$ cat config.mk
export PLATFORM = sky130hd
export DESIGN_NAME = signed_int_to_decimal_ascii
export DESIGN_NICKNAME = d
export VERILOG_FILES = /design/src/rtl/sitd_pkg.sv /design/src/rtl/sitd_dp.sv /design/src/rtl/sitd_ctrl.sv /design/src/rtl/signed_int_to_decimal_ascii.sv
export SDC_FILE = /design/constraint.sdc
export NUM_CORES = 1
export LEC_CHECK = 0
export BUFFER_PORTS_ARGS = -buffer_cell sky130_fd_sc_hd__buf_2
export CAP_MARGIN = 15
export CORE_ASPECT_RATIO = 0.75
export CORE_MARGIN = 3
export CORE_UTILIZATION = 50
export DETAILED_ROUTE_END_ITERATION = 8
export HOLD_SLACK_MARGIN = 0.08
export PLACE_DENSITY = 0.8
export SLEW_MARGIN = 40
export SYNTH_ARGS = -nofsm -noshare
export SYNTH_HDL_FRONTEND = slang
export SYNTH_HIERARCHICAL = 1
export SYNTH_SLANG_ARGS = --single-unit
$ cat constraint.sdc
create_clock -name clk -period 3.2 [get_ports clk]
set_clock_uncertainty 0.2 [all_clocks]
set_input_delay 0.16 -clock clk [delete_from_list [all_inputs] [get_ports clk]]
set_output_delay 0.16 -clock clk [all_outputs]
set_load 0.005 [all_outputs]
$ cat src/rtl/sitd_pkg.sv
`default_nettype none

package sitd_pkg;

    // ASCII codes
    localparam logic [7:0] CHAR_ZERO  = 8'd48;
    localparam logic [7:0] CHAR_MINUS = 8'd45;

    // commands from controller to datapath
    typedef struct packed {
        logic load;        // take a new value, form magnitude
        logic shift;       // one shift-add-3 step
        logic emit_sign;   // put '-' into the output register
        logic emit_digit;  // put the current top digit into the output register
    } sitd_cmd_t;

    // status from datapath to controller
    typedef struct packed {
        logic conv_last;   // this shift step is the final one
        logic neg;         // value is negative
        logic digit_last;  // current digit is the least significant one
        logic out_free;    // output register can take a character this cycle
    } sitd_sts_t;

endpackage

`default_nettype wire

$ cat src/rtl/sitd_dp.sv
`default_nettype none

module sitd_dp
    import sitd_pkg::*;
#(
    parameter int DATA_WIDTH = 32
)
(
    input  wire logic                  clk,
    input  wire logic                  rst_n,
    input  wire logic [DATA_WIDTH-1:0] value,
    input  wire sitd_cmd_t             cmd,
    output sitd_sts_t                  sts,
    input  wire logic                  out_ready,
    output logic                       out_valid,
    output logic [7:0]                 out_char,
    output logic                       out_last
);

    // decimal digits needed for any DATA_WIDTH-bit unsigned value
    localparam int ND = ((DATA_WIDTH * 1233) >> 12) + 1;
    localparam int IW = $clog2(ND);
    localparam int CW = $clog2(DATA_WIDTH);

    logic [DATA_WIDTH-1:0] mag_reg;
    logic                  neg_reg;
    logic [4*ND-1:0]       bcd_reg;
    logic [IW-1:0]         top_reg;   // index of the most significant digit
    logic [CW-1:0]         bit_cnt_reg;
    logic                  out_valid_reg;
    logic [7:0]            out_char_reg;
    logic                  out_last_reg;

    logic [4*ND-1:0]       bcd_adj;
    logic [3:0]            top_digit;
    logic                  sign_in;
    logic [DATA_WIDTH-1:0] mag_load;

    assign sign_in   = value[DATA_WIDTH-1];
    // two's complement negate; the most negative value maps onto 2^(W-1) exactly
    assign mag_load  = sign_in ? (~value + 1'b1) : value;
    assign top_digit = bcd_reg[{top_reg, 2'b00} +: 4];

    always_comb
    begin
        for (int i = 0; i < ND; i++)
        begin
            bcd_adj[4*i +: 4] = (bcd_reg[4*i +: 4] >= 4'd5) ?
                                (bcd_reg[4*i +: 4] + 4'd3) : bcd_reg[4*i +: 4];
        end
    end

    always_ff @(posedge clk or negedge rst_n)
    begin
        if (!rst_n)
        begin
            bit_cnt_reg <= '0;
            top_reg     <= '0;
        end
        else if (cmd.load)
        begin
            bit_cnt_reg <= CW'(DATA_WIDTH - 1);
            top_reg     <= '0;
        end
        else if (cmd.shift)
        begin
            bit_cnt_reg <= bit_cnt_reg - 1'b1;
            // a top digit of 5 or more carries into a new digit when doubled
            if (top_digit >= 4'd5 && top_reg != IW'(ND - 1))
            begin
                top_reg <= top_reg + 1'b1;
            end
        end
        else if (cmd.emit_digit && top_reg != '0)
        begin
            top_reg <= top_reg - 1'b1;
        end
    end

    always_ff @(posedge clk)
    begin
        if (cmd.load)
        begin
            mag_reg <= mag_load;
            neg_reg <= sign_in;
            bcd_reg <= '0;
        end
        else if (cmd.shift)
        begin
            mag_reg <= {mag_reg[DATA_WIDTH-2:0], 1'b0};
            bcd_reg <= {bcd_adj[4*ND-2:0], mag_reg[DATA_WIDTH-1]};
        end
    end

    // output register
    always_ff @(posedge clk or negedge rst_n)
    begin
        if (!rst_n)
        begin
            out_valid_reg <= 1'b0;
        end
        else if (cmd.emit_sign || cmd.emit_digit)
        begin
            out_valid_reg <= 1'b1;
        end
        else if (out_ready)
        begin
            out_valid_reg <= 1'b0;
        end
    end

    always_ff @(posedge clk)
    begin
        if (cmd.emit_sign)
        begin
            out_char_reg <= CHAR_MINUS;
            out_last_reg <= 1'b0;
        end
        else if (cmd.emit_digit)
        begin
            out_char_reg <= CHAR_ZERO + {4'b0000, top_digit};
            out_last_reg <= (top_reg == '0);
        end
    end

    assign sts.conv_last  = (bit_cnt_reg == '0);
    assign sts.neg        = neg_reg;
    assign sts.digit_last = (top_reg == '0);
    assign sts.out_free   = !out_valid_reg || out_ready;

    assign out_valid = out_valid_reg;
    assign out_char  = out_char_reg;
    assign out_last  = out_last_reg;

endmodule

`default_nettype wire

$ cat src/rtl/sitd_ctrl.sv
`default_nettype none

module sitd_ctrl
    import sitd_pkg::*;
(
    input  wire logic      clk,
    input  wire logic      rst_n,
    input  wire logic      in_valid,
    output logic           in_ready,
    input  wire sitd_sts_t sts,
    output sitd_cmd_t      cmd
);

    localparam logic [1:0] S_IDLE  = 2'd0;
    localparam logic [1:0] S_CONV  = 2'd1;
    localparam logic [1:0] S_SIGN  = 2'd2;
    localparam logic [1:0] S_DIGIT = 2'd3;

    logic [1:0] state_reg;
    logic [1:0] state_next;

    always_comb
    begin
        state_next     = state_reg;
        cmd            = '0;
        in_ready       = 1'b0;
        unique case (state_reg)
            S_IDLE:
            begin
                in_ready = 1'b1;
                if (in_valid)
                begin
                    cmd.load   = 1'b1;
                    state_next = S_CONV;
                end
            end
            S_CONV:
            begin
                cmd.shift = 1'b1;
                if (sts.conv_last)
                begin
                    state_next = S_SIGN;
                end
            end
            S_SIGN:
            begin
                if (!sts.neg)
                begin
                    state_next = S_DIGIT;
                end
                else if (sts.out_free)
                begin
                    cmd.emit_sign = 1'b1;
                    state_next    = S_DIGIT;
                end
            end
            S_DIGIT:
            begin
                if (sts.out_free)
                begin
                    cmd.emit_digit = 1'b1;
                    if (sts.digit_last)
                    begin
                        state_next = S_IDLE;
                    end
                end
            end
            default:
            begin
                state_next = S_IDLE;
            end
        endcase
    end

    always_ff @(posedge clk or negedge rst_n)
    begin
        if (!rst_n)
        begin
            state_reg <= S_IDLE;
        end
        else
        begin
            state_reg <= state_next;
        end
    end

    a_cmd_onehot: assert property (@(posedge clk) disable iff (!rst_n)
        $onehot0({cmd.load, cmd.shift, cmd.emit_sign, cmd.emit_digit}))
        else $error("more than one datapath command at once");

    a_load_conv: assert property (@(posedge clk) disable iff (!rst_n)
        cmd.load |=> (state_reg == S_CONV))
        else $error("load not followed by conversion");

    a_sign_neg: assert property (@(posedge clk) disable iff (!rst_n)
        cmd.emit_sign |-> sts.neg)
        else $error("minus sign for a non-negative value");

    a_last_idle: assert property (@(posedge clk) disable iff (!rst_n)
        (cmd.emit_digit && sts.digit_last) |=> (state_reg == S_IDLE))
        else $error("final digit did not return to idle");

    a_emit_free: assert property (@(posedge clk) disable iff (!rst_n)
        (cmd.emit_sign || cmd.emit_digit) |-> sts.out_free)
        else $error("character written over a pending one");

endmodule

`default_nettype wire

$ cat src/rtl/signed_int_to_decimal_ascii.sv
// Conversion: the input is taken in idle, then the shift-add-3 loop takes one magnitude bit per
//   cycle; a negative value then puts its sign into the output register, and the digits follow.
// Characters leave one per cycle while the output register is free; a new value is not taken
//   until the final digit has been written into the output register.
// The next input is taken while the final character still waits in the output register.
// Reset (rst_n, async, active low) returns the controller to idle and empties the output register.
`default_nettype none

module signed_int_to_decimal_ascii
    import sitd_pkg::*;
#(
    parameter int DATA_WIDTH = 32
)
(
    input  wire logic                                clk,
    input  wire logic                                rst_n,
    // slave side: one signed integer per transaction
    input  wire logic                                s_tvalid,
    output logic                                     s_tready,
    input  wire logic [((DATA_WIDTH+7)/8)*8-1:0]     s_tdata,  // [DATA_WIDTH-1:0] value
    // master side: one ASCII character per transaction
    output logic                                     m_tvalid,
    input  wire logic                                m_tready,
    output logic [7:0]                               m_tdata,  // [7:0] char_code
    output logic                                     m_tlast   // final character of the number
);

    sitd_cmd_t cmd;
    sitd_sts_t sts;

    // Controller: idle -> conversion (DATA_WIDTH shift steps) -> optional sign -> digits.
    sitd_ctrl u_ctrl (
        .clk      (clk),
        .rst_n    (rst_n),
        .in_valid (s_tvalid),
        .in_ready (s_tready),
        .sts      (sts),
        .cmd      (cmd)
    );

    // Datapath: magnitude shift register, BCD accumulator with running digit count,
    // and the output register that decouples the master side.
    sitd_dp #(
        .DATA_WIDTH (DATA_WIDTH)
    ) u_dp (
        .clk       (clk),
        .rst_n     (rst_n),
        .value     (s_tdata[DATA_WIDTH-1:0]),
        .cmd       (cmd),
        .sts       (sts),
        .out_ready (m_tready),
        .out_valid (m_tvalid),
        .out_char  (m_tdata),
        .out_last  (m_tlast)
    );

endmodule

`default_nettype wire
* Yosys cells after proc, flatten, opt, wreduce, memory -nomap -nowiden
Index checks and enable logic that the tools add are counted.
** Storage, ports and cells
- Bits in latches :: 0
- Memories kept :: 0
- Logic and storage cells :: 97
- Output and inout bits :: 11
- ROM bits :: 0
- Memory bits (writable) :: 0
- Register bits after elaboration :: 94
- Bits of input ports :: 36
** Cells by class
- Divide/modulo/power cells :: 0
- Reductions and logical operators :: 14
- Shift operators :: 1
- Equal/unequal tests :: 10
- Add/sub/neg operators :: 15
- Multiply operators :: 0
- Bitwise logic cells :: 1
- Magnitude comparators :: 11
- Mux-type cells :: 36
** Operators with widths (number)
- $mux 32 :: 3
- $mux 4 :: 13
- $ge 4x3->1 const B :: 11
- $shiftx 40x7->4 :: 1
- $add 4x2->4 const B :: 9
- $add 32x1->32 const B :: 1
- $not 32->32 :: 1
- $mux 2 :: 6
- $mux 1 :: 10
- $mux 5 :: 2
- $ne 2x2->1 const B :: 4
- $pmux 2 s4 :: 1
- $add 6x4->7 const A :: 1
- $logic_not 5->1 :: 1
- $reduce_and 5->1 :: 1
- $sub 5x1->5 const B :: 1
- $add 4x1->4 const B :: 1
- $eq 2x2->1 const B :: 2
- $logic_not 4->1 :: 1
- $ne 4x4->1 const B :: 1
- $reduce_bool 2->1 :: 2
- $reduce_bool 4->1 :: 1
- $sub 4x1->4 const B :: 1
- $add 3x2->3 const B :: 1
- 10 further kinds :: 12

* Logic depth before layout (Yosys ltp)
- Word-level depth :: 8
- Mapped depth :: 11
- Gate-level depth less buffers :: 10

* Cells and area by module
Netlist, hierarchy kept.
** Modules (own cells, without submodules)
- sitd_dp :: instances 1, cells an instance 609, area an instance 5405.2 µm², seq. area each 2162.1 µm²
- sitd_ctrl :: instances 1, cells an instance 20, area an instance 210.2 µm², seq. area each 50.0 µm²

* Worst setup path after synthesis
Ideal clock, no wire load.
- Kind :: flip-flop to flip-flop
- From :: register u_ctrl.state_reg[0]
- To :: register u_dp.top_reg[2]
- Stages on the path, launching flop included :: 11
- Arrival :: 2.610 ns
- Setup time :: 0.128 ns
- Path buffers :: 1
- Data required time :: 2.872 ns
- Setup slack :: 0.262 ns
- Period minus slack after synthesis :: 2.938 ns
- Path through :: dfrtp_1 inv_1 ha_1 and2_1 clkbuf_1 or2_2 o21ai_0 o2bb2ai_1 a211oi_1 a211oi_2 mux2_1
** RTL lines
- from (decl) :: RTL line sitd_ctrl.sv:19 : logic [1:0] state_reg;
- from (signal assigned) :: RTL line sitd_ctrl.sv:83 : state_reg <= state_next;
- to (signal assigned) :: RTL line sitd_dp.sv:71 : top_reg <= top_reg + 1'b1;
- to (signal assigned) :: RTL line sitd_dp.sv:76 : top_reg <= top_reg - 1'b1;
- to (decl) :: RTL line sitd_dp.sv:28 : logic [IW-1:0] top_reg;

* Worst setup path in the final report
- From :: input s_tdata[9]
- To :: register u_dp.mag_reg[21], data pin
** On the way
- Cells in the longest elaborated chain, start to end :: 4
** RTL lines
- from (decl) :: RTL line signed_int_to_decimal_ascii.sv:20 : input wire logic [((DATA_WIDTH+7)/8)*8-1:0] s_tdata,
- $not 32->32 :: RTL line sitd_dp.sv:41 : assign mag_load = sign_in ? (~value + 1'b1) : value;
- $add 32x1->32 :: RTL line sitd_dp.sv:41
- $mux 32 :: RTL line sitd_dp.sv:41
- $mux 32 :: RTL line sitd_dp.sv:82 : if (cmd.load)
- to (signal assigned) :: RTL line sitd_dp.sv:84 : mag_reg <= mag_load;
- to (signal assigned) :: RTL line sitd_dp.sv:90 : mag_reg <= {mag_reg[DATA_WIDTH-2:0], 1'b0};
- to (decl) :: RTL line sitd_dp.sv:25 : logic [DATA_WIDTH-1:0] mag_reg;
No other way between the ends.
A chain may end at the register's enable or synchronous reset.

==> impl.org <==
** Run status
- The flow ran to the end, and the final reports show no timing, DRC or antenna violations.

** Setup path
- By startpoint and endpoint, the worst setup path is classified as in2reg.
- STA puts the critical path data arrival time at roughly 2.7 ns.
- Worst path required time :: 3.07 ns
- Nature of the critical path endpoint :: flop
- Launching element type of the critical path :: input pin
- Of all nets on the critical path, the largest fanout is 5.

** Floorplan
- In this run the core area contains 32 standard-cell rows.
- Area of the placeable core :: 0.01061 mm2
- The die is between 100 and 150 um wide.
- The floorplan step defined a die boundary enclosing roughly 0.013 mm2.
- DIE HEIGHT :: 97.78 um
- Starting density of the core :: 0.5292
- IO Pins :: 47

** Global route
- The number of global-route vias before repair came to ~4500.
- Global-route wire length before repair :: 21290 um
- Entering global routing, the biggest net connects 116 pins.
- In the global route stage, overall resource usage came out at 0.2072.
- Congestion Overflow GR :: 0
- The number of antenna violations at the first check in global routing was 0.

** Logic synthesis
- Number of storage elements in the synthesis netlist :: 91
- Of all flip-flops after synthesis, the portion carrying an async set or reset was 0.1319.
- Fraction of post-synthesis cell area in the top cell type by area :: 0.1765
- Number of distinct standard cells referenced by the synthesized netlist :: 57
- Dominant cells by area after synthesis :: sky130_fd_sc_hd__edfxtp_1, sky130_fd_sc_hd__dfxtp_1, sky130_fd_sc_hd__ha_1, sky130_fd_sc_hd__a21oi_1, sky130_fd_sc_hd__xor2_1
- By area, the combinational part of the netlist is dominated by compound AO/OA/AOI/OAI gates.
- For this run, the register share of the synthesized area comes to 0.3939.
- The area fraction in compound gates after synthesis is 0.1664.
- Yosys mapped a number of flops with a built-in enable equal to 33.
- Of the total synthesized cell area, the portion taken by XOR and XNOR cells is 0.08422.
- Multiplexer share of the synthesized area :: 0.07063
- After technology mapping, the gate count stands at 629.
- Primary FF master, synth :: sky130_fd_sc_hd__dfxtp_1
- Of the total synthesized cell area, the portion taken by full adders, half adders and majority gates is 0.07041.
- YS warnings :: 6
- In this run the mean area of a mapped cell was 8.927 um2.
- The mapped netlist covers 0.005615 mm2.
- Cell type with the highest aggregate area in the netlist :: sky130_fd_sc_hd__edfxtp_1
- Of the total synthesized cell area, the portion taken by AND, OR, NAND and NOR gates is 0.1635.

** CTS
- Clock network latency to the later pin of the worst-skew pair :: 0.35 ns
- Clock slew seen by the registers of the worst setup and hold paths :: 0.07 ns
- Clock tree synthesis found a total of 91 sinks.
- Cell at the root of the clock tree :: sky130_fd_sc_hd__clkbuf_16
- Clock tree from TritonCTS :: done
- Htree depth :: 3
- Buffer levels on the longest clock path :: 2
- Number of gates resized after cts :: 0
- Buffers inserted during clock tree synthesis total 9.

** Final layout
- Number of flip-flops under the largest register name :: 40
- For this run, the post-layout net count is 750.
- Counting the fill cells in the layout gives 862.
- Most common cell after layout, fill and taps aside :: sky130_fd_sc_hd__nor2_1
- Compared with the post-synthesis result, the final layout area differs by 15.06%.
- Summed area of non-filler cells in the final layout :: 0.006461 mm2
- Ratio of cells with drive above 1 in the final layout :: 0.1265
- Final core utilization :: 0.6090
- N_diodes :: 0
- In the layout the commonest cells are sky130_fd_sc_hd__nor2_1, sky130_fd_sc_hd__a21oi_1, sky130_fd_sc_hd__dfxtp_1.

** Detailed routing
- The first detailed-routing pass ran for 5 iterations.
- Using the TritonRoute via totals, the vias-per-cell ratio works out to 5.643.
- Number of vias in the routed layout :: approximately 4700
- Remaining design rule violation count :: 0
- Total Wirelength :: 12830 um
- In the final routed layout, each cell accounts on average for 15.57 um.
- Final ANT Viol Nets :: 0
- For this block, the initial DRC count from the detailed router was about 480.

** Timing
- Pins over their slew limit :: 0
- FMAX :: 352.2 MHz
- On the final layout, the worst hold slack is ~0.089 ns.
- After routing, the total negative slack on setup checks comes to 0 ns.
- Setup violations, final :: 0
- Dividing the final minimum period by the clock period gives 0.8873.
- Relative slew slack :: 0.4640
- Setup repair after global routing left no endpoint under its margin.
- The clock period could shrink to about 2.8 ns.
- Final Hold Violating Endpoints :: 0
- Slew @ Worst Pin :: 0.8040 ns

** Pwr
- For this design the ratio of total power to cell area is 924.1 mW/mm2.
- Power consumption :: 0.005971 W
- Leakage :: 2.556 nW
- VDD sags by at most roughly 0.51 mV.

** Placement
- After detailed placement, the total cell area comes to a little under 0.006 mm2.
- Placer's final routability congestion estimate :: 0.8659
- The HPWL after detailed placement is 8518 um.
- Port Buffers :: 43

** Hold path
- The tightest min-delay check is of the in2reg type.

** Run
- Total of max-cap violations :: 0
==> stage by stage <==
| stage | std cells | worst slack [ns] |
|---|---|---|
| after CTS | 824 | 0.4095 |
| final | 824 | 0.3606 |
| after global routing | 824 | 0.2685 |
| after global placement | 780 | 0.5876 |
| after floorplan | 630 | 0.2623 |
| after detailed placement | 780 | 0.5599 |
==> routing by layer <==
metal,GRT usage,up-vias,share of wire
met5,0,-,0
met4,0.04894,0,0.014
met3,0.06178,21,0.058
met2,0.3217,131,0.46
met1,0.2855,2196,0.47
li1,-,2302,-
==> cell type report <==
cell class / instances / area, um2 / share of cell area
Multi-Input combinational cell: 472 / 3132 / 0.4847
Clock inverter: 7 / 53.80 / 0.008327
Inverter: 31 / 116.4 / 0.01801
Tap cell: 136 / 170.2 / 0.02634
Clock buffer: 9 / 225.2 / 0.03486
Timing Repair Buffer: 78 / 551.8 / 0.08540
Sequential cell: 91 / 2212 / 0.3424
==> cells in the mapped netlist, drive strengths merged, types with 4 or more instances <==
cell type	count
mux2i	28
edfxtp	33
nor3	13
mux2	6
a21oi	74
ha	30
nor4	5
dfxtp	46
nor2	82
xnor2	16
nand3	13
nand2b	21
xor2	38
clkbuf	23
o31ai	8
or4	5
o21ai	42
or2	5
dfrtp	12
buf	13
nor2b	4
nand2	35
inv	31
o41ai	7
==> report_power, final <==
group	internal, W	switching [W]	leakage, nW
logic	0.00115	0.00156	1.61
registers	0.00184	0.000423	0.821
clock network	0.000530	0.000463	0.128
total	0.00352	0.00245	2.56
==> path summary, 6_finish.rpt <==
check	from	end	slack, ns	cells past startpoint
worst max-delay path	s_tdata[9]	u_dp/mag_reg[21]	0.36	8
worst min-delay path	s_tdata[3]	u_dp/mag_reg[3]	0.09	3
worst max register to register	u_dp/top_reg[0]	u_dp/top_reg[2]	0.54	7
worst min register to register	u_dp/bcd_reg[39]	u_dp/bcd_reg[39]	0.29	2
max in group asynchronous	rst_n	u_ctrl/state_reg[1]	1.77	3
min in group asynchronous	rst_n	u_ctrl/state_reg[0]	0.66	3
==> worst max-delay path, cell delays in order <==
cell and delay [ns]:
sky130_fd_sc_hd__dlygate4sd3_1 0.54, sky130_fd_sc_hd__buf_2 0.13, sky130_fd_sc_hd__or4_1 0.61, sky130_fd_sc_hd__nor4_2 0.40, sky130_fd_sc_hd__nand2_1 0.23, sky130_fd_sc_hd__o21ai_0 0.33, sky130_fd_sc_hd__xor2_1 0.21, sky130_fd_sc_hd__a21oi_1 0.08
==> logic make-up (layout without fill, tap and decap cells) <==
kind of cell               Yosys count  count (layout)
and+or+nand+nor                    194             194
other                                2               3
AOI/OAI and AO/OA                  154             154
DFF                                 91              91
xor gates and xnor gates            54              54
buffers and inverters               67             125
muxes                               36              36
adders and majority gates           31              31
==> timing repair <==
item,4_1_cts,5_1_grt
hold buffers,28,0
endpoints found under the setup margin,0,0
setup buffers,0,0
hold endpoints to repair,39,0
No activity file was read; power rests on OpenSTA's default activity.
